===== src/rtl/jdcal_pkg.sv =====
// ============================================================================
// jdcal_pkg: shared constants for the Julian date to calendar converter
// Holds the calendar constants, the fixed reciprocal multipliers that replace
// the constant divisions, and the decimal scale lookup for the seconds field.
// ============================================================================
package jdcal_pkg;

    // Time of day constants in whole seconds.
    localparam logic [16:0] SECS_PER_DAY = 17'd86400;
    localparam logic [16:0] HALF_DAY     = 17'd43200;
    localparam logic [17:0] TWO_DAYS     = 18'd172800;

    // Rounding bias for the sub-second product, one half in units of 2^-32.
    localparam logic [52:0] ROUND_HALF = 53'h0_0000_8000_0000;

    // First day number that takes the Gregorian correction.
    localparam logic signed [23:0] GREG_DAY = 24'sd2299160;

    // 4 * 1867216 + 1, the bias of the century count numerator.
    localparam logic [25:0] GREG_BIAS = 26'd7468865;

    // Calendar offsets.
    localparam logic [22:0] J2_OFFSET = 23'd1524;
    localparam logic [28:0] J3_BIAS   = 29'd12210;
    localparam logic signed [14:0] YEAR_BASE = 15'sd4715;

    // Largest supported number of decimal places.
    localparam logic [2:0] MAX_DECIMALS = 3'd6;

    // Reciprocal multipliers. Each is ceil(2^K * a / d) with K chosen large
    // enough that the truncated product equals the floor of the quotient
    // over the whole input range of that stage.
    // Century count: x / 146097 for x < 2^24.
    localparam int          T_SHIFT = 42;
    localparam logic [24:0] T_MULT  =
        25'(((longint'(1) <<< T_SHIFT) + 146096) / 146097);

    // Year count: x / 36525 for x < 2^29.
    localparam int          J3_SHIFT = 45;
    localparam logic [29:0] J3_MULT  =
        30'(((longint'(1) <<< J3_SHIFT) + 36524) / 36525);

    // Month count: x * 10000 / 306001 for x < 2^11.
    localparam int          J5_SHIFT = 30;
    localparam logic [25:0] J5_MULT  =
        26'(((longint'(1) <<< J5_SHIFT) * 10000 + 306000) / 306001);

    // Days before the month: x * 306001 / 10000 for x < 2^5.
    localparam int          MD_SHIFT = 19;
    localparam logic [23:0] MD_MULT  =
        24'(((longint'(1) <<< MD_SHIFT) * 306001 + 9999) / 10000);

    // Seconds to minutes: x / 60 for x < 2^17.
    localparam int          MIN_SHIFT = 23;
    localparam logic [17:0] MIN_MULT  =
        18'(((longint'(1) <<< MIN_SHIFT) + 59) / 60);

    // Minutes to hours: x / 60 for x < 2^11.
    localparam int          HOUR_SHIFT = 17;
    localparam logic [11:0] HOUR_MULT  =
        12'(((longint'(1) <<< HOUR_SHIFT) + 59) / 60);

    // Ten to the power of the decimal count; counts above six saturate.
    function automatic logic [19:0] dec_scale(input logic [2:0] dec);
        logic [19:0] scale;
        case (dec)
            3'd0:    scale = 20'd1;
            3'd1:    scale = 20'd10;
            3'd2:    scale = 20'd100;
            3'd3:    scale = 20'd1000;
            3'd4:    scale = 20'd10000;
            3'd5:    scale = 20'd100000;
            default: scale = 20'd1000000;
        endcase
        return scale;
    endfunction

endpackage


===== src/rtl/julian_date_to_calendar.sv =====
// ============================================================================
// julian_date_to_calendar: Julian date to calendar date and time of day
// Converts a fixed point Julian date plus a local offset into year, month,
// day, hour, minute and rounded seconds in a ten stage pipeline.
// ============================================================================
//
//  Channel  | Dir | Handshake            | Fields
//  ---------+-----+----------------------+---------------------------------------
//  input    | in  | start, busy          | julian_date
//  result   | out | done (one cycle)     | year, month, day_of_month, hour,
//           |     |                      | minute, second_scaled
//  config   | in  | psel, penable, pwrite| paddr, pwdata, prdata, pready
//
//  One item is accepted every cycle; busy stays low.
//  Each result passes through the ten register stages of the date and
//  time datapath.
//  Reset clears the stage valid bits and both configuration registers.
//  The receiver cannot stall, so the pipeline advances every cycle.
//
module julian_date_to_calendar
    import jdcal_pkg::*;
(
    input  logic               clk,
    input  logic               rst_n,
    // Configuration port
    input  logic               psel,
    input  logic               penable,
    input  logic               pwrite,
    input  logic [2:0]         paddr,
    input  logic [31:0]        pwdata,
    output logic [31:0]        prdata,
    output logic               pready,
    // Input item
    input  logic               start,
    output logic               busy,
    input  logic [53:0]        julian_date,
    // Result item
    output logic               done,
    output logic signed [13:0] year,
    output logic [3:0]         month,
    output logic [4:0]         day_of_month,
    output logic [4:0]         hour,
    output logic [5:0]         minute,
    output logic [25:0]        second_scaled
);

    localparam int PIPE_DEPTH = 10;

    // ------------------------------------------------------------------------
    // Configuration registers
    // ------------------------------------------------------------------------
    logic signed [17:0] utc_off_reg;
    logic [2:0]         dec_reg;
    logic               cfg_wr;
    logic [2:0]         dec_sat;
    logic [19:0]        p_cur;

    assign pready = 1'b1;
    assign cfg_wr = psel & penable & pwrite & pready;

    // Register 0 sits at byte 0, register 1 at byte 4.
    always_ff @(posedge clk or negedge rst_n)
    begin
        if (!rst_n)
        begin
            utc_off_reg <= '0;
            dec_reg     <= '0;
        end
        else if (cfg_wr)
        begin
            if (paddr[2])
            begin
                dec_reg <= pwdata[2:0];
            end
            else
            begin
                utc_off_reg <= pwdata[17:0];
            end
        end
    end

    always_comb
    begin
        if (paddr[2])
        begin
            prdata = {29'd0, dec_reg};
        end
        else
        begin
            prdata = 32'(utc_off_reg);
        end
    end

    // Decimal count saturates at six; the scale is shared by stages 2, 3 and 9.
    assign dec_sat = (dec_reg > MAX_DECIMALS) ? MAX_DECIMALS : dec_reg;
    assign p_cur   = dec_scale(dec_sat);

    // ------------------------------------------------------------------------
    // Valid bits, one per stage
    // ------------------------------------------------------------------------
    logic [PIPE_DEPTH-1:0] vld_reg;
    logic [PIPE_DEPTH-1:0] vld_next;

    assign busy     = 1'b0;
    assign vld_next = {vld_reg[PIPE_DEPTH-2:0], start & ~busy};

    always_ff @(posedge clk or negedge rst_n)
    begin
        if (!rst_n)
        begin
            vld_reg <= '0;
        end
        else
        begin
            vld_reg <= vld_next;
        end
    end

    assign done = vld_reg[PIPE_DEPTH-1];

    // ------------------------------------------------------------------------
    // Stage 1: day fraction to seconds in units of 2^-32 second.
    // ------------------------------------------------------------------------
    logic [48:0] frac_prod;
    logic [21:0] day1_reg;
    logic [16:0] ahi1_reg;
    logic [31:0] alo1_reg;

    assign frac_prod = 49'(julian_date[31:0]) * 49'(SECS_PER_DAY);

    always_ff @(posedge clk)
    begin
        day1_reg <= julian_date[53:32];
        ahi1_reg <= frac_prod[48:32];
        alo1_reg <= frac_prod[31:0];
    end

    // ------------------------------------------------------------------------
    // Stage 2: add the offset and fold into one day; round the sub-second part.
    // ------------------------------------------------------------------------
    logic signed [19:0] secs;
    logic signed [19:0] secs_norm;
    logic signed [2:0]  day_step;
    logic [52:0]        rnd_prod;
    logic signed [23:0] day2_reg;
    logic [16:0]        sec2_reg;
    logic [19:0]        rnd2_reg;

    assign secs = $signed({3'b000, ahi1_reg}) + 20'(utc_off_reg);

    always_comb
    begin
        if (secs < -$signed({3'b000, SECS_PER_DAY}))
        begin
            day_step  = -3'sd2;
            secs_norm = secs + $signed({2'b00, TWO_DAYS});
        end
        else if (secs < 20'sd0)
        begin
            day_step  = -3'sd1;
            secs_norm = secs + $signed({3'b000, SECS_PER_DAY});
        end
        else if (secs < $signed({3'b000, SECS_PER_DAY}))
        begin
            day_step  = 3'sd0;
            secs_norm = secs;
        end
        else if (secs < $signed({2'b00, TWO_DAYS}))
        begin
            day_step  = 3'sd1;
            secs_norm = secs - $signed({3'b000, SECS_PER_DAY});
        end
        else
        begin
            day_step  = 3'sd2;
            secs_norm = secs - $signed({2'b00, TWO_DAYS});
        end
    end

    assign rnd_prod = 53'(alo1_reg) * 53'(p_cur) + ROUND_HALF;

    always_ff @(posedge clk)
    begin
        day2_reg <= $signed({2'b00, day1_reg}) + 24'(day_step);
        sec2_reg <= secs_norm[16:0];
        rnd2_reg <= rnd_prod[51:32];
    end

    // ------------------------------------------------------------------------
    // Stage 3: rounding carry into seconds and past midnight into the day.
    // ------------------------------------------------------------------------
    logic [16:0]        sec_carry;
    logic [19:0]        rem_carry;
    logic signed [23:0] day3_reg;
    logic [16:0]        s3_reg;
    logic [19:0]        r3_reg;

    always_comb
    begin
        if (rnd2_reg == p_cur)
        begin
            sec_carry = sec2_reg + 17'd1;
            rem_carry = '0;
        end
        else
        begin
            sec_carry = sec2_reg;
            rem_carry = rnd2_reg;
        end
    end

    always_ff @(posedge clk)
    begin
        r3_reg <= rem_carry;
        if (sec_carry == SECS_PER_DAY)
        begin
            s3_reg   <= '0;
            day3_reg <= day2_reg + 24'sd1;
        end
        else
        begin
            s3_reg   <= sec_carry;
            day3_reg <= day2_reg;
        end
    end

    // ------------------------------------------------------------------------
    // Stage 4: Gregorian test and century count.
    // ------------------------------------------------------------------------
    logic               greg;
    logic [25:0]        cent_num;
    logic [48:0]        cent_prod;
    logic               greg4_reg;
    logic [6:0]         t4_reg;
    logic signed [23:0] day4_reg;
    logic [16:0]        s4_reg;
    logic [19:0]        r4_reg;

    assign greg = (day3_reg > GREG_DAY) ||
                  ((day3_reg == GREG_DAY) && (s3_reg >= HALF_DAY));
    assign cent_num  = {day3_reg[23:0], 2'b00} - GREG_BIAS;
    assign cent_prod = 49'(cent_num[23:0]) * 49'(T_MULT);

    always_ff @(posedge clk)
    begin
        greg4_reg <= greg;
        t4_reg    <= cent_prod[48:T_SHIFT];
        day4_reg  <= day3_reg;
        s4_reg    <= s3_reg;
        r4_reg    <= r3_reg;
    end

    // ------------------------------------------------------------------------
    // Stage 5: apply the correction and the half-day shift.
    // ------------------------------------------------------------------------
    logic [6:0]         greg_adj;
    logic [16:0]        sec_shift;
    logic               half_carry;
    logic signed [23:0] day5_reg;
    logic [16:0]        s5_reg;
    logic [19:0]        r5_reg;

    assign greg_adj   = greg4_reg ? (7'd1 + t4_reg - {2'b00, t4_reg[6:2]}) : 7'd0;
    assign sec_shift  = s4_reg + HALF_DAY;
    assign half_carry = (sec_shift >= SECS_PER_DAY);

    always_ff @(posedge clk)
    begin
        day5_reg <= day4_reg + $signed({17'd0, greg_adj}) + $signed({23'd0, half_carry});
        s5_reg   <= half_carry ? (sec_shift - SECS_PER_DAY) : sec_shift;
        r5_reg   <= r4_reg;
    end

    // ------------------------------------------------------------------------
    // Stage 6: year count numerator; seconds to minutes.
    // ------------------------------------------------------------------------
    logic [22:0] j2;
    logic [34:0] min_prod;
    logic [22:0] j2_6_reg;
    logic [28:0] x6_reg;
    logic [10:0] mt6_reg;
    logic [16:0] s6_reg;
    logic [19:0] r6_reg;

    assign j2       = day5_reg[22:0] + J2_OFFSET;
    assign min_prod = 35'(s5_reg) * 35'(MIN_MULT);

    always_ff @(posedge clk)
    begin
        j2_6_reg <= j2;
        x6_reg   <= 29'(j2) * 29'd100 - J3_BIAS;
        mt6_reg  <= min_prod[33:MIN_SHIFT];
        s6_reg   <= s5_reg;
        r6_reg   <= r5_reg;
    end

    // ------------------------------------------------------------------------
    // Stage 7: year count; minutes to hours.
    // ------------------------------------------------------------------------
    logic [58:0] j3_prod;
    logic [22:0] hour_prod;
    logic [22:0] j2_7_reg;
    logic [13:0] j3_7_reg;
    logic [4:0]  hour7_reg;
    logic [10:0] mt7_reg;
    logic [16:0] s7_reg;
    logic [19:0] r7_reg;

    assign j3_prod   = 59'(x6_reg) * 59'(J3_MULT);
    assign hour_prod = 23'(mt6_reg) * 23'(HOUR_MULT);

    always_ff @(posedge clk)
    begin
        j2_7_reg  <= j2_6_reg;
        j3_7_reg  <= j3_prod[58:J3_SHIFT];
        hour7_reg <= hour_prod[21:HOUR_SHIFT];
        mt7_reg   <= mt6_reg;
        s7_reg    <= s6_reg;
        r7_reg    <= r6_reg;
    end

    // ------------------------------------------------------------------------
    // Stage 8: day within the shifted year; minute and second remainders.
    // ------------------------------------------------------------------------
    logic [24:0] j4_prod;
    logic [22:0] day_in_year;
    logic [10:0] hour_mins;
    logic [10:0] min_rem;
    logic [16:0] min_secs;
    logic [16:0] sec_rem;
    logic [10:0] dj8_reg;
    logic [13:0] j3_8_reg;
    logic [4:0]  hour8_reg;
    logic [5:0]  minute8_reg;
    logic [5:0]  sec8_reg;
    logic [19:0] r8_reg;

    assign j4_prod     = 25'(j3_7_reg) * 25'd1461;
    assign day_in_year = j2_7_reg - j4_prod[24:2];
    assign hour_mins   = 11'(hour7_reg) * 11'd60;
    assign min_rem     = mt7_reg - hour_mins;
    assign min_secs    = 17'(mt7_reg) * 17'd60;
    assign sec_rem     = s7_reg - min_secs;

    always_ff @(posedge clk)
    begin
        dj8_reg     <= day_in_year[10:0];
        j3_8_reg    <= j3_7_reg;
        hour8_reg   <= hour7_reg;
        minute8_reg <= min_rem[5:0];
        sec8_reg    <= sec_rem[5:0];
        r8_reg      <= r7_reg;
    end

    // ------------------------------------------------------------------------
    // Stage 9: month count; scaled seconds.
    // ------------------------------------------------------------------------
    logic [36:0] j5_prod;
    logic [4:0]  j5_9_reg;
    logic [10:0] dj9_reg;
    logic [13:0] j3_9_reg;
    logic [4:0]  hour9_reg;
    logic [5:0]  minute9_reg;
    logic [25:0] ssc9_reg;

    assign j5_prod = 37'(dj8_reg) * 37'(J5_MULT);

    always_ff @(posedge clk)
    begin
        j5_9_reg    <= j5_prod[34:J5_SHIFT];
        dj9_reg     <= dj8_reg;
        j3_9_reg    <= j3_8_reg;
        hour9_reg   <= hour8_reg;
        minute9_reg <= minute8_reg;
        ssc9_reg    <= 26'(sec8_reg) * 26'(p_cur) + 26'(r8_reg);
    end

    // ------------------------------------------------------------------------
    // Stage 10: day of month, month and year; output registers.
    // ------------------------------------------------------------------------
    logic [28:0]        md_prod;
    logic [10:0]        dom_full;
    logic [4:0]         mon_raw;
    logic [4:0]         mon_fix;
    logic signed [14:0] year_raw;
    logic signed [14:0] year_fix;
    logic signed [13:0] year_reg;
    logic [3:0]         month_reg;
    logic [4:0]         dom_reg;
    logic [4:0]         hour_reg;
    logic [5:0]         minute_reg;
    logic [25:0]        ssc_reg;

    assign md_prod  = 29'(j5_9_reg) * 29'(MD_MULT);
    assign dom_full = dj9_reg - 11'(md_prod[28:MD_SHIFT]);
    assign mon_raw  = j5_9_reg - 5'd1;
    assign mon_fix  = (mon_raw > 5'd12) ? (mon_raw - 5'd12) : mon_raw;

    // No year zero: years at or below zero move down by one.
    always_comb
    begin
        year_raw = $signed({1'b0, j3_9_reg}) - YEAR_BASE
                   - $signed({14'd0, (mon_fix > 5'd2)});
        if (year_raw <= 15'sd0)
        begin
            year_fix = year_raw - 15'sd1;
        end
        else
        begin
            year_fix = year_raw;
        end
    end

    always_ff @(posedge clk)
    begin
        year_reg   <= year_fix[13:0];
        month_reg  <= mon_fix[3:0];
        dom_reg    <= dom_full[4:0];
        hour_reg   <= hour9_reg;
        minute_reg <= minute9_reg;
        ssc_reg    <= ssc9_reg;
    end

    assign year          = year_reg;
    assign month         = month_reg;
    assign day_of_month  = dom_reg;
    assign hour          = hour_reg;
    assign minute        = minute_reg;
    assign second_scaled = ssc_reg;

    // ------------------------------------------------------------------------
    // Assertions
    // ------------------------------------------------------------------------
    // Every accepted item leaves the pipeline as a result, in the order of acceptance.
    a_latency_fwd: assert property (@(posedge clk) disable iff (!rst_n)
        (start && !busy) |-> ##PIPE_DEPTH done)
        else $error("accepted item did not produce a result on time");

    // No result appears without an item accepted at the right time.
    a_latency_back: assert property (@(posedge clk) disable iff (!rst_n)
        done |-> $past(start && !busy, PIPE_DEPTH))
        else $error("result without a matching accepted item");

    // Month, hour and minute of a result are in calendar range; the day is nonzero.
    a_fields: assert property (@(posedge clk) disable iff (!rst_n)
        done |-> (month != 4'd0 && month <= 4'd12 && day_of_month != 5'd0 &&
                  hour < 5'd24 && minute < 6'd60))
        else $error("result field out of calendar range");

endmodule


===== config.mk =====
export PLATFORM = sky130hd
export DESIGN_NAME = julian_date_to_calendar
export DESIGN_NICKNAME = d
export VERILOG_FILES = /design/src/rtl/jdcal_pkg.sv /design/src/rtl/julian_date_to_calendar.sv
export SDC_FILE = /design/constraint.sdc
export NUM_CORES = 2
export LEC_CHECK = 0
export BUFFER_PORTS_ARGS = -buffer_cell sky130_fd_sc_hd__buf_4
export CELL_PAD_IN_SITES_DETAIL_PLACEMENT = 0
export CELL_PAD_IN_SITES_GLOBAL_PLACEMENT = 2
export CORE_MARGIN = 5
export CORE_UTILIZATION = 40
export CTS_CLUSTER_SIZE = 40
export DETAILED_ROUTE_END_ITERATION = 8
export PLACE_DENSITY = 0.85
export SLEW_MARGIN = 40
export SYNTH_ARGS = -nofsm -noshare
export SYNTH_HDL_FRONTEND = slang
export SYNTH_SLANG_ARGS = --single-unit

===== constraint.sdc =====
create_clock -name clk -period 17.1 [get_ports clk]
set_clock_uncertainty 0.2 [all_clocks]
set_input_delay 2.565 -clock clk [delete_from_list [all_inputs] [get_ports clk]]
set_output_delay 2.565 -clock clk [all_outputs]
set_load 0.05 [all_outputs]

==> impl_metrics.toml <==
[run_status]
status = "completed"

[layout]
antenna_cells = 0
syn_to_final_growth_pct = 8.87
nNetsFinal = 10900
drive_gt1_share_pct = 5.24
seq_area_sq_um = 13500
largest_register_ffs = 27
multi_input_area_sq_um = 58300
nFillCells = 19000

[synth]
yosysWarnings = 0
synth.top_cells.by_area = "fa_1 (31%), ha_1 (22%), dfxtp_1 (16%)"
yosys_register_bits = 665
synthArstFlopShare_pct = 4.66
yosysSeqAreaShare_pct = 16.9
synthCells = 7994
synthDistinctLibCells = 91
yosys.cell_count.top_type = "inv_1"
synth_top_area_share_pct = 30.8
synth-edff-count = 0
yosysTopAreaCell = "fa_1"
synthesis.nets = 10700
synth_commonest_cells = "inv_1 (2,034), ha_1 (1,422), fa_1 (1,228)"
ys.flop_type = "dfxtp_1"
synth_area_per_cell_sq_um = 9.99
syn-cell-area_sq_um = 79900

[detailed_routing]
wl_per_cell_um = 16.6
vias_per_cell = 4.78
ant_nets = 0
drt_iter0_drc = 2196
dr.pass1.iters = 5
totalWireLength_mm = 180
vias = 51900
drcViolationCount = 0

[cts]
cts_buffer_depth = 3
htree_levels = 3
holdBufCountCts = 0
cts_buffers = 77
clk_transition_reported_paths_ns = 0.07
tritoncts = "yes"
cts_resized = 0
postCtsSetupBuffers = 0
clkSinkCount = 665
clk_latency_ns = 0.70
cts_root_buffer = "clkbuf_16"

[sta]
fin_crit_sh_pct = 62.3
worstMarginPinSlew_ns = 0.883
drv_slew = 0
grt_setup_unrepaired = "no"
slew-limit-headroom_pct = 41.0
fmax_mhz = 93.9
setup_viol = 0
fin_tns_setup_ns = 0
final_hold_viol_count = 0
min_period_ns = 10.65

[worst_setup_path]
cp_slowest_stage_delay_ns = 0.56
worstSetupPathType = "reg -> reg"
slowest_stage = "fa_1"
cp_data_required_time_ns = 17.51
cpMostUsedCell = "fa_1"
worstSetupStartpointType = "flip-flop"
worstSetupEndpointType = "flip-flop"
worstPathArrival_ns = 11.06
path_max_fanout = 12

[floorplanning]
num_rows = 164
dieArea_sq_um = 209000
coreArea_sq_um = 199000
ios = 190
die_h_um = 457
initial_utilization_pct = 40.1
dieWidth_um = 457

[global_routing]
grt_max_degree = 56
grt_overflow_total = 0
grt_pass1_vias = 55800
grt_pass1_wl_mm = 300
track_usage_pct = 17.7
antenna_found_initial = 4

[placed_design]
place_congestion = 0.926
numPortBuffers = 171
dp_hpwl_mm = 154

[hold_path]
hold_path_class = "reg -> reg"

[job]
drv_cap = 0
## per-layer routing
layer	part of all wire (%)	global-route usage, %
met1	48	25.5
met2	45	28.4
met3	4.1	2.15
met4	2.3	4.17
met5	0	0
## cell usage in the layout (no fill, tap or decap), drive strengths merged, types with 21 or more instances in the layout
cell    Yosys  final
and3       74     74
inv      2034   2046
nor2      205    205
dfxtp     634    634
xor2      114    114
o21ai     130    130
buf        28    206
ha       1422   1422
and2      217    217
nor4       21     21
nand3      91     91
o21a       49     49
nand2b     37     37
nand2     373    373
a211oi     31     31
o21bai     36     36
clkbuf    106     95
xnor2     310    310
fa       1228   1228
a21oi     198    198
mux2       29     29
a21o      122    122
dfrtp      31     31
nand4      50     50
nor3       75     75
nor2b      63     63
## worst max-delay path, delay by kind of cell, from the launching register on
kind	cells	cell delay, ns
xor gates and xnor gates	2	0.60
AOI/OAI and AO/OA	8	2.07
and+or+nand+nor	12	2.42
DFF	1	0.29
adders and majority gates	9	4.06
buffers and inverters	5	0.90
## cell families after synthesis
family,count (synthesis),synth area share [%]
other cells,2,0.00940
flops,665,16.9
compound gates,756,6.32
fa+ha+maj,2650,53.1
xor+xnor,424,4.65
mux,36,0.497
buf+inv,2168,10.3
simple gates,1293,8.30
## worst paths after layout
path                                          end  slack [ns]  cells after the start         start
worst max-delay path                    t4_reg[5]        6.45                     36   day3_reg[0]
min in group asynchronous         utc_off_reg[15]        1.60                      1         rst_n
worst max register to register          t4_reg[5]        6.45                     36   day3_reg[0]
max in group asynchronous              dec_reg[0]       14.67                      1         rst_n
worst min register to register  second_scaled[17]        0.11                      0  ssc9_reg[17]
worst min-delay path            second_scaled[17]        0.11                      0  ssc9_reg[17]
## metrics by stage
step	instances	setup WS [ns]	hold slack (ns)	utilization, %	instance area, sq um
floorplan	7994	8.18	0.110	-	79900
global placement	10700	6.39	0.110	42.3	84200
detailed placement	10700	6.21	0.112	42.3	84300
CTS	10900	6.14	0.116	43.6	86900
global route	10900	5.68	0.126	43.6	87000
finish	10900	6.45	0.114	43.6	87000
## area by class of cell
class / instances / share of cell area, %
multi-input combinational: 5161 / 67.0
sequential: 665 / 15.5
inverter: 2034 / 8.78
tap: 2656 / 3.82
clock buffer: 95 / 2.37
timing repair buffer: 206 / 1.79
clock inverter: 45 / 0.685
Power is not shown: default switching activity piles up to over one toggle a cycle in this logic, so the estimate is an artifact.
